===== src/rtl/zzrr_pkg.sv =====
// Shared constants for the zigzag row reorder block.
// No dependencies; used by the top level and its checker.
package zzrr_pkg;

  localparam int BYTE_W      = 8;
  localparam int ROWS_W      = 7;
  localparam int MAX_LEN_DEF = 64;

  // configuration port
  localparam int APB_DW = 32;
  localparam int APB_AW = 3;

  localparam logic [ROWS_W-1:0] ROWS_RESET = ROWS_W'(1);

  // register indexes (paddr[APB_AW-1:2])
  localparam logic [APB_AW-3:0] REG_ROW_COUNT = '0;

endpackage


===== src/rtl/zigzag_row_reorder.sv =====
// Channel | dir | handshake          | payload
// in      | in  | in_tvalid/tready   | tdata[7:0] byte, tlast end of string
// out     | out | out_tvalid/tready  | tdata[7:0] byte, tlast end, tuser[0] truncated
// cfg     | in  | APB, pready high   | reg 0 @ 0x0: row_count[6:0]
//
// Load: one byte per cycle into a MAX_LEN x 8 buffer memory, no results.
// Burst: after the last byte, one buffer read per cycle, so one result per
// cycle while out_tready keeps up; each read passes the memory read register
// and the output queue. Input is held off (in_tready low) while reads are issued.
// A stall on out_tready backs up a two-entry output queue, which throttles
// the read issue. Reset (rst_n, synchronous) clears control only; the buffer
// is never read before being written by the current string.
// Depends on zzrr_pkg.
module zigzag_row_reorder #(
  parameter int MAX_LEN = zzrr_pkg::MAX_LEN_DEF
) (
  input  logic                        clk,
  input  logic                        rst_n,
  input  logic                        in_tvalid,
  output logic                        in_tready,
  input  logic [7:0]                  in_tdata,   // [7:0] in_byte
  input  logic                        in_tlast,
  output logic                        out_tvalid,
  input  logic                        out_tready,
  output logic [7:0]                  out_tdata,  // [7:0] out_byte
  output logic                        out_tlast,
  output logic [0:0]                  out_tuser,  // [0] truncated
  input  logic                        cfg_psel,
  input  logic                        cfg_penable,
  input  logic                        cfg_pwrite,
  input  logic [zzrr_pkg::APB_AW-1:0] cfg_paddr,
  input  logic [zzrr_pkg::APB_DW-1:0] cfg_pwdata,
  output logic [zzrr_pkg::APB_DW-1:0] cfg_prdata,
  output logic                        cfg_pready
);

  localparam int AW   = (MAX_LEN > 1) ? $clog2(MAX_LEN) : 1;   // buffer address
  localparam int CW   = $clog2(MAX_LEN + 1);                   // length / row count
  localparam int PERW = $clog2(2 * MAX_LEN);                   // period
  localparam int PW   = $clog2(3 * MAX_LEN);                   // position + step
  localparam int RW   = zzrr_pkg::ROWS_W;
  localparam int BW   = zzrr_pkg::BYTE_W;
  localparam int CMPW = (CW > RW) ? CW : RW;

  localparam logic [CW-1:0] LEN_MAX = CW'(MAX_LEN);

  localparam logic ST_LOAD = 1'b0;
  localparam logic ST_EMIT = 1'b1;

  typedef struct packed {
    logic [BW-1:0] data;
    logic          last;
    logic          trunc;
  } out_item_t;

  // ---------------- configuration ----------------
  logic [RW-1:0] row_count_r;
  logic          cfg_wr;
  logic          cfg_sel_rows;

  assign cfg_pready   = 1'b1;
  assign cfg_sel_rows = (cfg_paddr[zzrr_pkg::APB_AW-1:2] == zzrr_pkg::REG_ROW_COUNT);
  assign cfg_wr       = cfg_psel & cfg_penable & cfg_pwrite & cfg_pready;

  always_ff @(posedge clk) begin
    if (!rst_n) begin
      row_count_r <= zzrr_pkg::ROWS_RESET;
    end else if (cfg_wr && cfg_sel_rows) begin
      row_count_r <= cfg_pwdata[RW-1:0];
    end
  end

  assign cfg_prdata = cfg_sel_rows ? zzrr_pkg::APB_DW'(row_count_r) : '0;

  // ---------------- load side ----------------
  logic          state_r;
  logic [CW-1:0] count_r;
  logic          ovf_r;
  logic          in_acc;
  logic          room;
  logic [CW-1:0] len_fin;
  logic [RW-1:0] rows_eff;
  logic          linear;

  // burst parameters, latched when the last byte arrives
  logic [CW-1:0]   len_r;
  logic [CW-1:0]   rows_r;
  logic [PERW-1:0] period_r;
  logic            trunc_r;

  logic [BW-1:0] mem [MAX_LEN];

  assign in_tready = (state_r == ST_LOAD);
  assign in_acc    = in_tvalid & in_tready;
  assign room      = (count_r < LEN_MAX);
  assign len_fin   = room ? (count_r + CW'(1)) : count_r;
  assign rows_eff  = (row_count_r == '0) ? RW'(1) : row_count_r;
  // one row, or fewer bytes than rows: string passes through unchanged
  assign linear    = (rows_eff == RW'(1)) || (CMPW'(len_fin) < CMPW'(rows_eff));

  always_ff @(posedge clk) begin
    if (in_acc && room) begin
      mem[count_r[AW-1:0]] <= in_tdata[BW-1:0];
    end
  end

  // ---------------- burst address sequencer ----------------
  // Walks row by row. Edge rows step by the period; middle rows alternate
  // period-2r (down to up) and 2r (up to next down).
  logic [PW-1:0] pos_r;
  logic [CW-1:0] row_r;
  logic          up_r;
  logic          edge_row;
  logic [PW-1:0] two_r;
  logic [PW-1:0] step;
  logic [PW-1:0] cand;
  logic          in_rng;
  logic [CW-1:0] row_nx;
  logic          more_rows;
  logic          issue;
  logic          can_issue;

  logic [1:0]    fifo_cnt_r;
  logic          rd_pend_r;
  logic          pop;
  logic [1:0]    occ;

  assign edge_row  = (row_r == '0) || (row_r == rows_r - CW'(1));
  assign two_r     = PW'({row_r, 1'b0});
  assign step      = edge_row ? PW'(period_r)
                   : (up_r ? two_r : (PW'(period_r) - two_r));
  assign cand      = pos_r + step;
  assign in_rng    = (cand < PW'(len_r));
  assign row_nx    = row_r + CW'(1);
  assign more_rows = (row_nx < rows_r);

  // reads in flight plus queued results never exceed the queue depth
  assign pop       = out_tvalid & out_tready;
  assign occ       = fifo_cnt_r + 2'(rd_pend_r);
  assign can_issue = ((occ - 2'(pop)) < 2'd2);
  assign issue     = (state_r == ST_EMIT) && can_issue;

  always_ff @(posedge clk) begin
    if (!rst_n) begin
      state_r <= ST_LOAD;
      count_r <= '0;
      ovf_r   <= 1'b0;
    end else begin
      unique case (state_r)
        ST_LOAD: begin
          if (in_acc) begin
            if (in_tlast) begin
              count_r <= '0;
              ovf_r   <= 1'b0;
              state_r <= ST_EMIT;
            end else if (room) begin
              count_r <= count_r + CW'(1);
            end else begin
              ovf_r <= 1'b1;
            end
          end
        end
        ST_EMIT: begin
          if (issue && !in_rng && !more_rows) begin
            state_r <= ST_LOAD;
          end
        end
        default: state_r <= ST_LOAD;
      endcase
    end
  end

  always_ff @(posedge clk) begin
    if (in_acc && in_tlast) begin
      len_r    <= len_fin;
      trunc_r  <= ovf_r | ~room;
      rows_r   <= linear ? CW'(1) : CW'(rows_eff);
      period_r <= linear ? PERW'(1) : (PERW'({rows_eff, 1'b0}) - PERW'(2));
      pos_r    <= '0;
      row_r    <= '0;
      up_r     <= 1'b0;
    end else if (issue) begin
      if (in_rng) begin
        pos_r <= cand;
        up_r  <= ~up_r;
      end else if (more_rows) begin
        row_r <= row_nx;
        pos_r <= PW'(row_nx);
        up_r  <= 1'b0;
      end
    end
  end

  // ---------------- buffer read ----------------
  out_item_t rd_q_r;

  always_ff @(posedge clk) begin
    if (issue) begin
      rd_q_r.data  <= mem[pos_r[AW-1:0]];
      rd_q_r.last  <= ~in_rng & ~more_rows;
      rd_q_r.trunc <= trunc_r;
    end
  end

  always_ff @(posedge clk) begin
    if (!rst_n) begin
      rd_pend_r <= 1'b0;
    end else begin
      rd_pend_r <= issue;
    end
  end

  // ---------------- two-entry output queue ----------------
  out_item_t fifo_r [2];
  logic      wr_ptr_r;
  logic      rd_ptr_r;
  out_item_t head;

  always_ff @(posedge clk) begin
    if (rd_pend_r) begin
      fifo_r[wr_ptr_r] <= rd_q_r;
    end
  end

  always_ff @(posedge clk) begin
    if (!rst_n) begin
      wr_ptr_r   <= 1'b0;
      rd_ptr_r   <= 1'b0;
      fifo_cnt_r <= '0;
    end else begin
      if (rd_pend_r) wr_ptr_r <= ~wr_ptr_r;
      if (pop)       rd_ptr_r <= ~rd_ptr_r;
      fifo_cnt_r <= fifo_cnt_r + 2'(rd_pend_r) - 2'(pop);
    end
  end

  assign head         = fifo_r[rd_ptr_r];
  assign out_tvalid   = (fifo_cnt_r != '0);
  assign out_tdata    = head.data;
  assign out_tlast    = head.last;
  assign out_tuser[0] = head.trunc;

endmodule


===== config.mk =====
export PLATFORM = sky130hd
export DESIGN_NAME = zigzag_row_reorder
export DESIGN_NICKNAME = d
export VERILOG_FILES = /design/src/rtl/zzrr_pkg.sv /design/src/rtl/zigzag_row_reorder.sv
export SDC_FILE = /design/constraint.sdc
export NUM_CORES = 1
export LEC_CHECK = 0
export ABC_AREA = 1
export BUFFER_PORTS_ARGS = -buffer_cell sky130_fd_sc_hd__buf_2
export CAP_MARGIN = 0
export CORE_MARGIN = 4
export CORE_UTILIZATION = 36
export CTS_CLUSTER_SIZE = 10
export DETAILED_ROUTE_END_ITERATION = 10
export GPL_TIMING_DRIVEN = 0
export SLEW_MARGIN = 10
export SYNTH_ARGS = -nofsm -noshare
export SYNTH_HDL_FRONTEND = slang
export SYNTH_SLANG_ARGS = --single-unit

===== constraint.sdc =====
create_clock -name clk -period 4.59 [get_ports clk]
set_input_delay 0.2295 -clock clk [delete_from_list [all_inputs] [get_ports clk]]
set_output_delay 0.2295 -clock clk [all_outputs]
set_load 0.02 [all_outputs]

## After elaboration in Yosys (flattened, before gate mapping)

Memories as Yosys holds them, arrays and structs flattened. A register that Yosys moved wholly into a read port is not among the register bits.
Index checks and enable logic that the tools add are counted.

| storage, ports and cells | value |
|---|---|
| register bits | 61 |
| memory bits (writable) | 532 |
| output and inout bits | 45 |
| word-level logic and storage cells | 89 |
| memories kept | 2 |

| operators by class | value |
|---|---|
| add/subtract/negate cells | 8 |
| magnitude comparators | 5 |
| eq/ne operators | 3 |
| multiplexer cells | 22 |
| bitwise logic cells | 14 |
| reductions and logical operators | 18 |

Memories:

| name | depth | bits a word | rd ports | clocked after Yosys merged registers in | wr ports | line | source |
|---|---|---|---|---|---|---|---|
| mem | 64 | 8 | 1 | 1 | 1 | zigzag_row_reorder.sv:91 | `logic [BW-1:0] mem [MAX_LEN];` |
| fifo_r | 2 | 10 | 1 | 1 | 1 | zigzag_row_reorder.sv:214 | `out_item_t fifo_r [2];` |

Operator list:

| operator | number |
|---|---|
| 2-to-1 mux 8 bit | 4 |
| 2-to-1 mux 7 bit | 4 |
| adder 7 x 1 -> 7 bit (second input constant) | 2 |
| logical NOT 7 bit | 2 |
| less-than comparator 7 bit | 2 |
| 2-to-1 mux 1 bit | 13 |
| adder 8 bit | 1 |
| less-than comparator 8 x 7 -> 1 bit | 1 |
| inverter 1 bit | 8 |
| subtractor 7 x 8 -> 8 bit | 1 |
| == test 7 x 1 -> 1 bit (second input constant) | 1 |
| == test 7 bit | 1 |
| less-than comparator 7 bit (second input constant) | 1 |
| subtractor 7 x 1 -> 7 bit (second input constant) | 1 |
| subtractor 7 x 2 -> 7 bit (second input constant) | 1 |
| logical AND 1 bit | 6 |
| AND reduction 3 bit | 2 |
| AND 1 bit | 5 |
| AND reduction 2 bit | 2 |
| nonzero test 2 bit | 2 |
| adder 2 x 1 -> 2 bit | 1 |
| logical NOT 1 bit | 2 |
| logical OR 1 bit | 2 |
| less-than comparator 2 bit (second input constant) | 1 |
| 4 further kinds | 4 |

## Longest topological paths before layout

Gate-level depths: netlist (run 1).

| logic depth | value |
|---|---|
| word-level depth | 11 |
| mapped depth | 32 |
| mapped depth without buffers | 31 |

## Worst setup path before layout (run 1)

Ideal clock, no wire load.

| path | value |
|---|---|
| path kind | register to register |
| start point | reg rows_r[0] |
| end point | reg pos_r[0] |
| arrival time | 3905 ps |
| slack | 572 ps |
| stages on the path, launching flop included | 29 |
| period minus slack after synthesis | 4018 ps |
| path through | edfxtp_1 inv_1 ha_1 nand2_1 nand3_1 nand2_1 nor2_1 nand2_1 nor2_1 nand2_2 nand2_1 o21ai_0 inv_1 ha_1 inv_1 fa_1 o21ai_0 xor2_1 inv_1 ha_1 nand3_1 nand3b_1 a21oi_2 nand3_2 nand2_2 nand2_4 buf_6 nor2_1 nor2_1 |

| on the way | value |
|---|---|
| cells in the longest elaborated chain, start to end | 8 |
| elaborated cells on any way between the ends | 10 |

Ends and longest elaborated chain:

| element | line | source |
|---|---|---|
| start, declared | zigzag_row_reorder.sv:87 | `logic [CW-1:0] rows_r;` |
| start signal, assigned | zigzag_row_reorder.sv:177 | `rows_r <= linear ? CW'(1) : CW'(rows_eff);` |
| subtractor 7 x 1 -> 7 bit | zigzag_row_reorder.sv:128 | `assign edge_row = (row_r == '0) \|\| (row_r == rows_r - CW'(1));` |
| == test 7 bit | zigzag_row_reorder.sv:128 |  |
| logical OR 1 bit | zigzag_row_reorder.sv:128 |  |
| 2-to-1 mux 8 bit | zigzag_row_reorder.sv:130 | `assign step = edge_row ? PW'(period_r)` |
| adder 8 bit | zigzag_row_reorder.sv:132 | `assign cand = pos_r + step;` |
| less-than comparator 8 x 7 -> 1 bit | zigzag_row_reorder.sv:133 | `assign in_rng = (cand < PW'(len_r));` |
| nonzero test 2 bit (no line) | -- |  |
| AND reduction 2 bit (no line) | -- |  |
| end signal, assigned | zigzag_row_reorder.sv:184 | `pos_r <= cand;` |
| end signal, assigned | zigzag_row_reorder.sv:188 | `pos_r <= PW'(row_nx);` |
| end, declared | zigzag_row_reorder.sv:110 | `logic [PW-1:0] pos_r;` |

Parallel ways exist; a longest one is shown, timed or not.
A chain may end at the register's enable or synchronous reset.

## Worst setup path in the final report (run 1)

| path | value |
|---|---|
| start point | reg rows_r[1] |
| end point | reg pos_r[2] |

The elaborated chain is that of the path after synthesis.

==> metrics, run 1 <==
outcome=finished, final reports clean; Routed WL per cell=~28 um; reg2reg end=pos_r[2]; Inst Count DP=3172; Clock Skew=0.0300 ns; IO Pins=96; Max Fclk=233 MHz; Crit path top cell by count=nor2_1; Yosys Warn Count=0; first-pass GRT wire length=approximately 130000 um; Total Wirelength=92200 um; worst endpoint data arrival time=4.80 ns; layout cells sized above 1=9.57%; final instance area=around 29000 um2; routability cong.=1.08; clock latency on the worst-skew pair=0.62 ns; synthesized area=between 20000 and 30000 um2; die area=75000 um2; root buf cell=clkbuf_16; crit path from=rows_r[1]; ant diodes=0; Worst slew margin=9.58%; Worst Setup Start Kind=flop; drt first pass iters=5; Worst VDD drop=431 uV; crit path capture=pos_r[2]; CP required=~5 ns; Slew Limit Fails=0; TritonCTS buffer count=72; Nets=between 2000 and 2500; antenna violations before repair=4; Crit path buffers/inverters=3; Final min period=4.29 ns; FF-to-FF setup slack=0.30 ns; syn_area_per_cell=11.8 um2; CP max stage delay=~0.42 ns; CTS clk-pin slew, worst paths=0.06 ns; delay-heaviest family, CP=simple AND/OR/NAND/NOR gates; Finished Layout Cells=3291; Layout area overhead=15.0%; asr flop ratio synth=0%; distinct cell type count after synthesis=45; Crit Path Category=reg -> reg; via count=18800; fin crit share=93.5%; crit path capture type=flop; number of global-route vias before repair=17600; die width=274 um; worst slack, placed=-0.330 ns; Setup WS post-layout=0.299 ns; GRT Total Usage=24.1%; Via density=5.72; Reg2Reg Depth=28; DIE HEIGHT=274 um; EDFF count, synth=564; H-tree depth=3; Reg2Reg Launch Point=rows_r[1]; slowest CP cell=edfxtp_1; Initial Utilization=36.3%; post-synthesis sequential area ratio=69.6%; drt initial violations=2770; ANT nets after route=0; final hold violations=0; CTS tree=yes; Overflow after GRT=0; Port Buf Inserts=about 40; Max Buffers Root-to-Sink=3; num rows=between 90 and 100; Hold Crit Class=in -> reg; Synth Register Bits=602; leakage power=0.00998 uW; Mapped Cells=2162; Setup Viol. Count Final=0; total of max-cap violations=0; Placed Area=about 27000 um2; largest net degree at the start of global routing=65; total core area=between 70000 and 80000 um2; Crit. path cell count=28; Worst Max-Slew Pin Slew=around 1.4 ns; Sink Count=602; top_reg_cell synth=edfxtp_1; setup TNS=0 ns; # DRC=0; Crit Path Max Fanout=10; pwr dens=615 nW/um2; DP HPWL=just over 60000 um
## cells by family (layout without fill, tap and decap cells)
group                    count (synthesis)  in the layout  share of synthesized area, %
AND/OR/NAND/NOR                        671            671                          10.5
flip-flops                             602            602                          69.6
AO/OA/AOI/OAI                          568            568                          12.4
buffers and inverters                  245            410                          4.14
adder cells (fa/ha/maj)                 42             42                          2.12
XOR/XNOR                                22             22                         0.757
multiplexers                            10             10                         0.443
other                                    2             26                        0.0295
## worst min-delay path by stage
stage / from / end / cells past startpoint
floorplan: in_tdata[0] / mem[0][0] / 0
global placement: rd_q_r[7] / fifo_r[0][7] / 0
detailed placement: rd_q_r[9] / fifo_r[0][9] / 0
CTS: in_tlast / count_r[1] / 4
global route: in_tlast / count_r[2] / 4
finish: in_tlast / count_r[1] / 4
## metal layers
layer  up-vias  global-route usage (%)  wire length [um]
li1       8082                       -                 -
met1      9286                    33.0             37000
met2      1233                    37.1             41100
met3       235                    5.47             10100
met4         0                    9.73              4050
met5         -                       0                 0
## Yosys cell counts, types with 12 or more instances
cell	number	area share (%)
dfxtp_1	38	3.0
a21oi_1	34	0.67
clkbuf_1	101	1.5
edfxtp_1	564	67
inv_1	95	1.4
o221ai_1	17	0.59
buf_4	27	0.80
nand3_1	45	0.89
o211ai_1	12	0.35
nand2_1	132	1.9
xor2_1	13	0.45
nor2_1	460	6.8
o21ai_0	344	6.8
o22ai_1	137	3.4
ha_1	40	2.0
buf_2	13	0.26
## power breakdown
part           internal, uW  switching [uW]  total, uW
sequential             6150            93.6       6250
combinational          1700            4920       6620
clock                  2940            2180       5120
## worst min-delay path, stage by stage
cell     delay (ns)
buf_2          0.15
nor2_1         0.13
nand2_1        0.08
a21oi_1        0.05
## cell type report
cell class / count / area [um2]
Clock inverter: 14 / 141
Clock buffer: 87 / 1880
Timing Repair Buffer: 64 / 468
Inverter: 98 / 368
Buffer: 147 / 689
Multi-Input combinational cell: 1339 / 6840
Sequential cell: 602 / 17700
Tap cell: 940 / 1180
Fill cell: 6565 / 40800
## placed cells by master (no fill, tap or decap), types with 26 or more instances in the layout
cell         n
nand3_1     45
clkbuf_16   74
dfxtp_1     38
nand2_1    131
conb_1      26
nor2_1     453
o22ai_1    137
edfxtp_1   564
o21ai_0    342
ha_1        39
clkbuf_1   115
inv_1       92
a21oi_1     34
buf_2       48
buf_4       40
## state kept, by name, summed over array words and instances (netlist names), named ones only
register / flops
fifo_r: 20
rows_r: 7
row_count_r: 7
mem: 512
count_r: 7
fifo_cnt_r: 2
trunc_r: 1
up_r: 1
pos_r: 8
wr_ptr_r: 1
state_r: 1
rd_ptr_r: 1
len_r: 7
period_r: 7
rd_pend_r: 1
rd_q_r: 10
row_r: 7
ovf_r: 1
## metrics by stage
step,total power [uW],hold WS (ns),util [%]
3_5_place_dp,12500,0.434,38.6
3_3_place_gp,12500,0.424,38.4
4_1_cts,17700,0.0393,41.6
2_1_floorplan,9750,0.328,-
5_1_grt,18500,0.0775,41.8
6_report,18000,0.0646,41.8
## repair_timing
action | CTS | global route
setup buffers | 1 | 5
endpoints found under the hold margin | 10 | 0
gates cloned | 0 | 1
hold buffers | 11 | 0
endpoints found under the setup margin | 18 | 18
pin swaps | 2 | 5
resized for setup | 7 | 6
Power figures use the tool's default switching activity.
==> run 2, diff against run 1 <==
==> constraint.sdc (replaced) <==
create_clock -name clk -period 4.71 [get_ports clk]
set_input_delay 0.2355 -clock clk [delete_from_list [all_inputs] [get_ports clk]]
set_output_delay 0.2355 -clock clk [all_outputs]
set_load 0.02 [all_outputs]
==> run 2 against run 1 <==
Effect of this change: power fell by 3.0%; non-clock buffer count fell by 5; global-route usage barely moved; clock power fell by 3%; sequential share of layout area rose by 0.11 points; register-to-register slack improved by 0.08 ns; cell count fell by 0.15%; sequential power fell by 3%; core utilization fell by 0.077 points; maximum frequency fell by 1.0%; largest power group unchanged; clock skew fell by 0.00070 ns; critical endpoint is now pos_r[5]; die area did not move.
==> metrics, run 2 (same netlist as run 1, synthesis figures left out) <==
outcome=finished, final reports clean; Setup WS post-layout=0.376 ns (+0.0766 ns); pwr dens=598 nW/um2 (-2.8%); Worst slew margin=11.3% (+1.7 points); Via density=5.72 (about the same); Total Wirelength=92000 um (-0.23%); RSZ-0062 raised after global routing=no; worst slack, placed=-0.210 ns (+0.120 ns); Placed Area=27000 um2 (unchanged); Largest register FFs=512 (unchanged); Initial Utilization=36.3% (unchanged); H-tree depth=3 (unchanged); die area=75000 um2 (unchanged); worst endpoint data arrival time=4.83 ns (+0.03 ns); TritonCTS buffer count=72 (unchanged); Final min period=4.33 ns (+0.0434 ns); routability cong.=1.08 (unchanged); die width=274 um (unchanged); most frequent cells in the layout=edfxtp_1 (564), nor2_1 (453), o21ai_0 (342); ANT nets after route=0 (unchanged); Worst Max-Slew Pin Slew=1.33 ns (-0.0258 ns); IO Pins=96 (unchanged); number of global-route vias before repair=17600 (-0.028%); Max Fclk=231 MHz (-1.0%); total of max-cap violations=0 (unchanged); total core area=70000 um2 (unchanged); Crit Path Max Fanout=10 (unchanged); drt first pass iters=5 (unchanged); Crit Path Category=reg -> reg; Max Buffers Root-to-Sink=3 (unchanged); commonest non-fill, non-tap cell in the layout=edfxtp_1; Slew Limit Fails=0 (unchanged); Sink Count=602 (unchanged); Port Buf Inserts=41 (unchanged); via count=18800 (-0.25%); DP HPWL=61600 um (unchanged); crit path capture type=flop; ant diodes=0 (unchanged); antenna violations before repair=4 (unchanged); Worst VDD drop=369 uV (-14%); clock latency on the worst-skew pair=0.62 ns (about the same); leakage power=0.00995 uW (-0.28%); GRT Total Usage=24.0% (about the same); fin crit share=92.0% (-1.5 points); layout cells sized above 1=9.34% (-0.24 points); Layout area overhead=14.8%; Nets=2412 (-0.21%); drt initial violations=2712 (-2.1%); root buf cell=clkbuf_16; Util after Layout=41.7% (-0.077 points); Hold Crit Class=in -> reg; final hold violations=0 (unchanged); CTS clk-pin slew, worst paths=0.06 ns (about the same); Setup Viol. Count Final=0 (unchanged); DIE HEIGHT=274 um (unchanged); Clock Skew=0.0293 ns (-0.000700 ns); setup TNS=0 ns (unchanged); first-pass GRT wire length=128000 um (about the same); final instance area=29200 um2 (-0.18%); Worst Setup Start Kind=flop; CP required=5.21 ns (+0.12 ns); num rows=97 (unchanged); Routed WL per cell=28.0 um (about the same); largest net degree at the start of global routing=65 (unchanged); CTS tree=yes; # DRC=0 (unchanged); Overflow after GRT=0 (unchanged)
## run 2: final cells by class
cell class | instances | area (um2)
Inverter | 98 | 368
Tap cell | 940 | 1180
Buffer | 147 | 686
Multi-Input combinational cell | 1339 | 6840
Clock buffer | 87 | 1880
Clock inverter | 14 | 141
Fill cell | 6568 | 40800
Sequential cell | 602 | 17700
Timing Repair Buffer | 59 | 413
## run 2: worst paths after layout
check	cells past startpoint	slack, ns	endpoint	startpoint
max reg2reg	27	0.38	pos_r[5]	rows_r[1]
min	4	0.08	count_r[1]	in_tlast
min reg2reg	0	0.45	rd_q_r[0]	trunc_r
max	27	0.38	pos_r[5]	rows_r[1]
## run 2: metal layers
layer | vias to the layer above | part of all wire, % | track usage (%)
li1 | 8073 | - | -
met1 | 9188 | 40 | 33.0
met2 | 1314 | 45 | 37.1
met3 | 214 | 11 | 5.47
met4 | 0 | 4.3 | 9.73
met5 | - | 0 | 0
## run 2: metrics by stage
step	hold WS, ns	total power (uW)	cells
finish	0.0778	17500	3286
global route	0.0835	18000	3286
CTS	0.0453	17200	3284
detailed placement	0.434	12200	3172
global placement	0.424	12100	3167
floorplan	0.334	9500	2186
## run 2: report_power, final
part           total (uW)  internal, uW  switching, uW
logic                6400          1620           4780
clock network        4970          2860           2110
registers            6090          6000           90.9
## run 2: critical path, cell delays in order, from the launching register on
cell and delay (ns):
edfxtp_1 0.40, inv_1 0.14, ha_4 0.21, or2_2 0.27
nand3_1 0.07, nor2_1 0.05, nand2_1 0.05, nor2_1 0.05
nand2_2 0.12, nand2_4 0.10, o21ai_1 0.20, ha_1 0.32
a21oi_1 0.16, nand2_1 0.12, a21oi_1 0.14, o21ai_0 0.11
xnor2_1 0.14, inv_1 0.09, ha_1 0.29, nand3_1 0.09
nand3b_1 0.12, a21oi_4 0.25, nand3_2 0.13, nand2_2 0.11
nand2_4 0.09, buf_6 0.20, nor2_1 0.11, nor2_1 0.06
## run 2: repair_timing
action	in CTS	in global routing
setup buffers	0	2
pin swaps	0	2
endpoints found under the hold margin	10	0
hold buffers	11	0
endpoints found under the setup margin	16	18
gates resized for setup	3	8
==> run 3, diff against run 2 <==
--- a/config.mk
+++ b/config.mk
@@ -8,11 +8,14 @@
 export ABC_AREA = 1
 export BUFFER_PORTS_ARGS = -buffer_cell sky130_fd_sc_hd__buf_2
 export CAP_MARGIN = 0
+export CELL_PAD_IN_SITES_DETAIL_PLACEMENT = 1
+export CELL_PAD_IN_SITES_GLOBAL_PLACEMENT = 1
 export CORE_MARGIN = 4
 export CORE_UTILIZATION = 36
 export CTS_CLUSTER_SIZE = 10
 export DETAILED_ROUTE_END_ITERATION = 10
 export GPL_TIMING_DRIVEN = 0
+export PLACE_DENSITY_LB_ADDON = 0.1
 export SLEW_MARGIN = 10
 export SYNTH_ARGS = -nofsm -noshare
 export SYNTH_HDL_FRONTEND = slang
==> run 3 against run 2 <==
Effect of this change: setup slack got worse by 0.078 ns; first-iteration DRC count decreased by 25%; register-to-register slack got worse by 0.08 ns; sequential power is essentially flat; maximum frequency down 1.8%; non-clock buffer count up 7; sequential share of layout area shrank 0.24 points; flip-flop and latch count unchanged; clock skew down 0.015 ns; largest cell class unchanged.
==> metrics, run 3 (same netlist as run 1, synthesis figures left out) <==
clock latency on the worst-skew pair=0.63 ns (about the same); num rows=97 (unchanged); slowest CP cell=edfxtp_1; met3 routed WL=7860 um (-24%); Crit Path Max Fanout=9 (-1); CP max stage delay=0.41 ns (about the same); Clock Skew=0.0142 ns (-0.0150 ns); via count=18800 (+0.31%); Final min period=4.41 ns (+0.0780 ns); Worst Setup Start Kind=flop; Sink Count=602 (unchanged); Total Wirelength=99800 um (+8.4%); Worst slew margin=7.29% (-4.0 points); IO Pins=96 (unchanged); metal2 WL=45100 um (+9.1%); Worst VDD drop=349 uV (-5.4%); DIE HEIGHT=274 um (unchanged); crit path capture type=flop; Flop pwr share=34.4% (-0.5 points); total of max-cap violations=0 (unchanged); die area=75000 um2 (unchanged); # DRC=0 (unchanged); Via density=5.71 (about the same); Finished Layout Cells=3298 (+0.37%); outcome=finished, final reports clean; P_sw=7130 uW (+2.3%); setup TNS=0 ns (unchanged); total core area=70000 um2 (unchanged); pwr dens=604 nW/um2 (+1.0%); Slew Limit Fails=0 (unchanged); Hold Crit Class=in -> reg; most frequent cells in the layout=edfxtp_1 (564), nor2_1 (444), o21ai_0 (341); Inst Count DP=3173 (+0.032%); drt initial violations=2032 (-25%); Crit Path Category=reg -> reg; Util after Layout=41.9% (+0.16 points); Max Fclk=227 MHz (-1.8%); Setup WS post-layout=0.298 ns (-0.0780 ns); DRT met1 WL=43500 um (+19%); Initial Utilization=36.3% (unchanged); CP required=5.22 ns (about the same); worst slack, placed=-0.289 ns (-0.0786 ns); number of global-route vias before repair=18600 (+5.6%); Worst Max-Slew Pin Slew=1.39 ns (+0.0601 ns); highest metal used=met4; commonest non-fill, non-tap cell in the layout=edfxtp_1; fin crit share=93.7% (+1.7 points); switching fraction of total power=40.3% (+0.33 points); ANT nets after route=0 (unchanged); Largest register FFs=512 (unchanged); routability cong.=1.01 (-7.0%); final hold violations=0 (unchanged); Final Hold Slack=0.186 ns (+0.108 ns); DP HPWL=68100 um (+11%); Overflow after GRT=0 (unchanged); Int Power=10600 uW (+0.84%); Nets=2419 (+0.29%); H-tree depth=3 (unchanged); die width=274 um (unchanged); TritonCTS buffer count=72 (unchanged); drt first pass iters=5 (unchanged); leakage power=0.0100 uW (+0.49%); antenna violations before repair=5 (+1); Layout area overhead=15.2%; Max Buffers Root-to-Sink=3 (unchanged); CTS tree=yes; largest net degree at the start of global routing=65 (unchanged); Port Buf Inserts=41 (unchanged); layout cells sized above 1=10.1% (+0.72 points); GRT Total Usage=26.4% (+2.4 points); root buf cell=clkbuf_16; worst endpoint data arrival time=4.92 ns (+0.09 ns); CTS clk-pin slew, worst paths=0.06 ns (about the same); Combinational Power Share=37.2% (+0.5 points); Setup Viol. Count Final=0 (unchanged); first-pass GRT wire length=140000 um (+9.3%); Routed WL per cell=30.2 um (+8.0%); clock share of power=28.4% (about the same)
[run 3: cell count changes in the layout (fill, tap and decap cells not counted), moves of 2 or more]
cell / before / now
buf_2: 48 / 46
buf_4: 36 / 44
clkbuf_1: 115 / 119
clkbuf_8: 0 / 3
clkinv_2: 5 / 3
nor2_1: 453 / 444
nor2_2: 11 / 20
[run 3: critical path, delay by kind of cell (launching register included)]
family / cells / cell delay, ns
compound gates: 4 / 0.64
xor+xnor: 1 / 0.13
fa+ha+maj: 3 / 0.79
buf+inv: 4 / 0.58
flops: 1 / 0.41
simple gates: 17 / 1.72
[run 3: what timing repair did]
item	CTS	global route
resized for setup	4	13
hold endpoints to repair	14	0
gates cloned	0	1
hold buffers	11	0
buffers inserted	0	7
pin swaps	0	4
endpoints found under the setup margin	18	18
[run 3: final timing paths]
kind | startpoint | to | slack (ns) | cells past startpoint
min reg2reg | rd_q_r[2] | fifo_r[1][2] | 0.44 | 0
max | rows_r[1] | pos_r[1] | 0.30 | 29
max reg2reg | rows_r[1] | pos_r[1] | 0.30 | 29
min | cfg_psel | row_count_r[6] | 0.19 | 5
[run 3: per-layer routing]
metal | vias to the layer above | GRT usage [%]
met5 | - | 0
met4 | 0 | 8.21
met3 | 166 | 5.36
met2 | 823 | 41.4
met1 | 9760 | 37.2
li1 | 8098 | -
[run 3: power by group through the flow]
stage | registers (uW) | clock network [uW] | logic, uW
2_1_floorplan | 6150 | 0 | 3350
3_3_place_gp | 6190 | 0 | 6090
5_1_grt | 6090 | 5340 | 6960
3_5_place_dp | 6200 | 0 | 6180
6_report | 6080 | 5030 | 6580
4_1_cts | 6090 | 5110 | 6240
[run 3: per-stage QoR]
step | total power (uW) | instance area (um2)
after floorplan | 9500 | 25500
after global placement | 12300 | 26900
after detailed placement | 12400 | 27000
after CTS | 17400 | 29200
after global routing | 18400 | 29300
final | 17700 | 29300
[run 3: final cells by class]
class                   instances  area [um2]
diodes                          1        2.50
plain buffers                 147         686
clock buffers                  94        1940
clock inverters                11         101
fillers                      7522       40700
inverters                      98         368
multi-input cells            1339        6880
flip-flops and latches        602       17700
well taps                     940        1180
repair buffers                 66         474
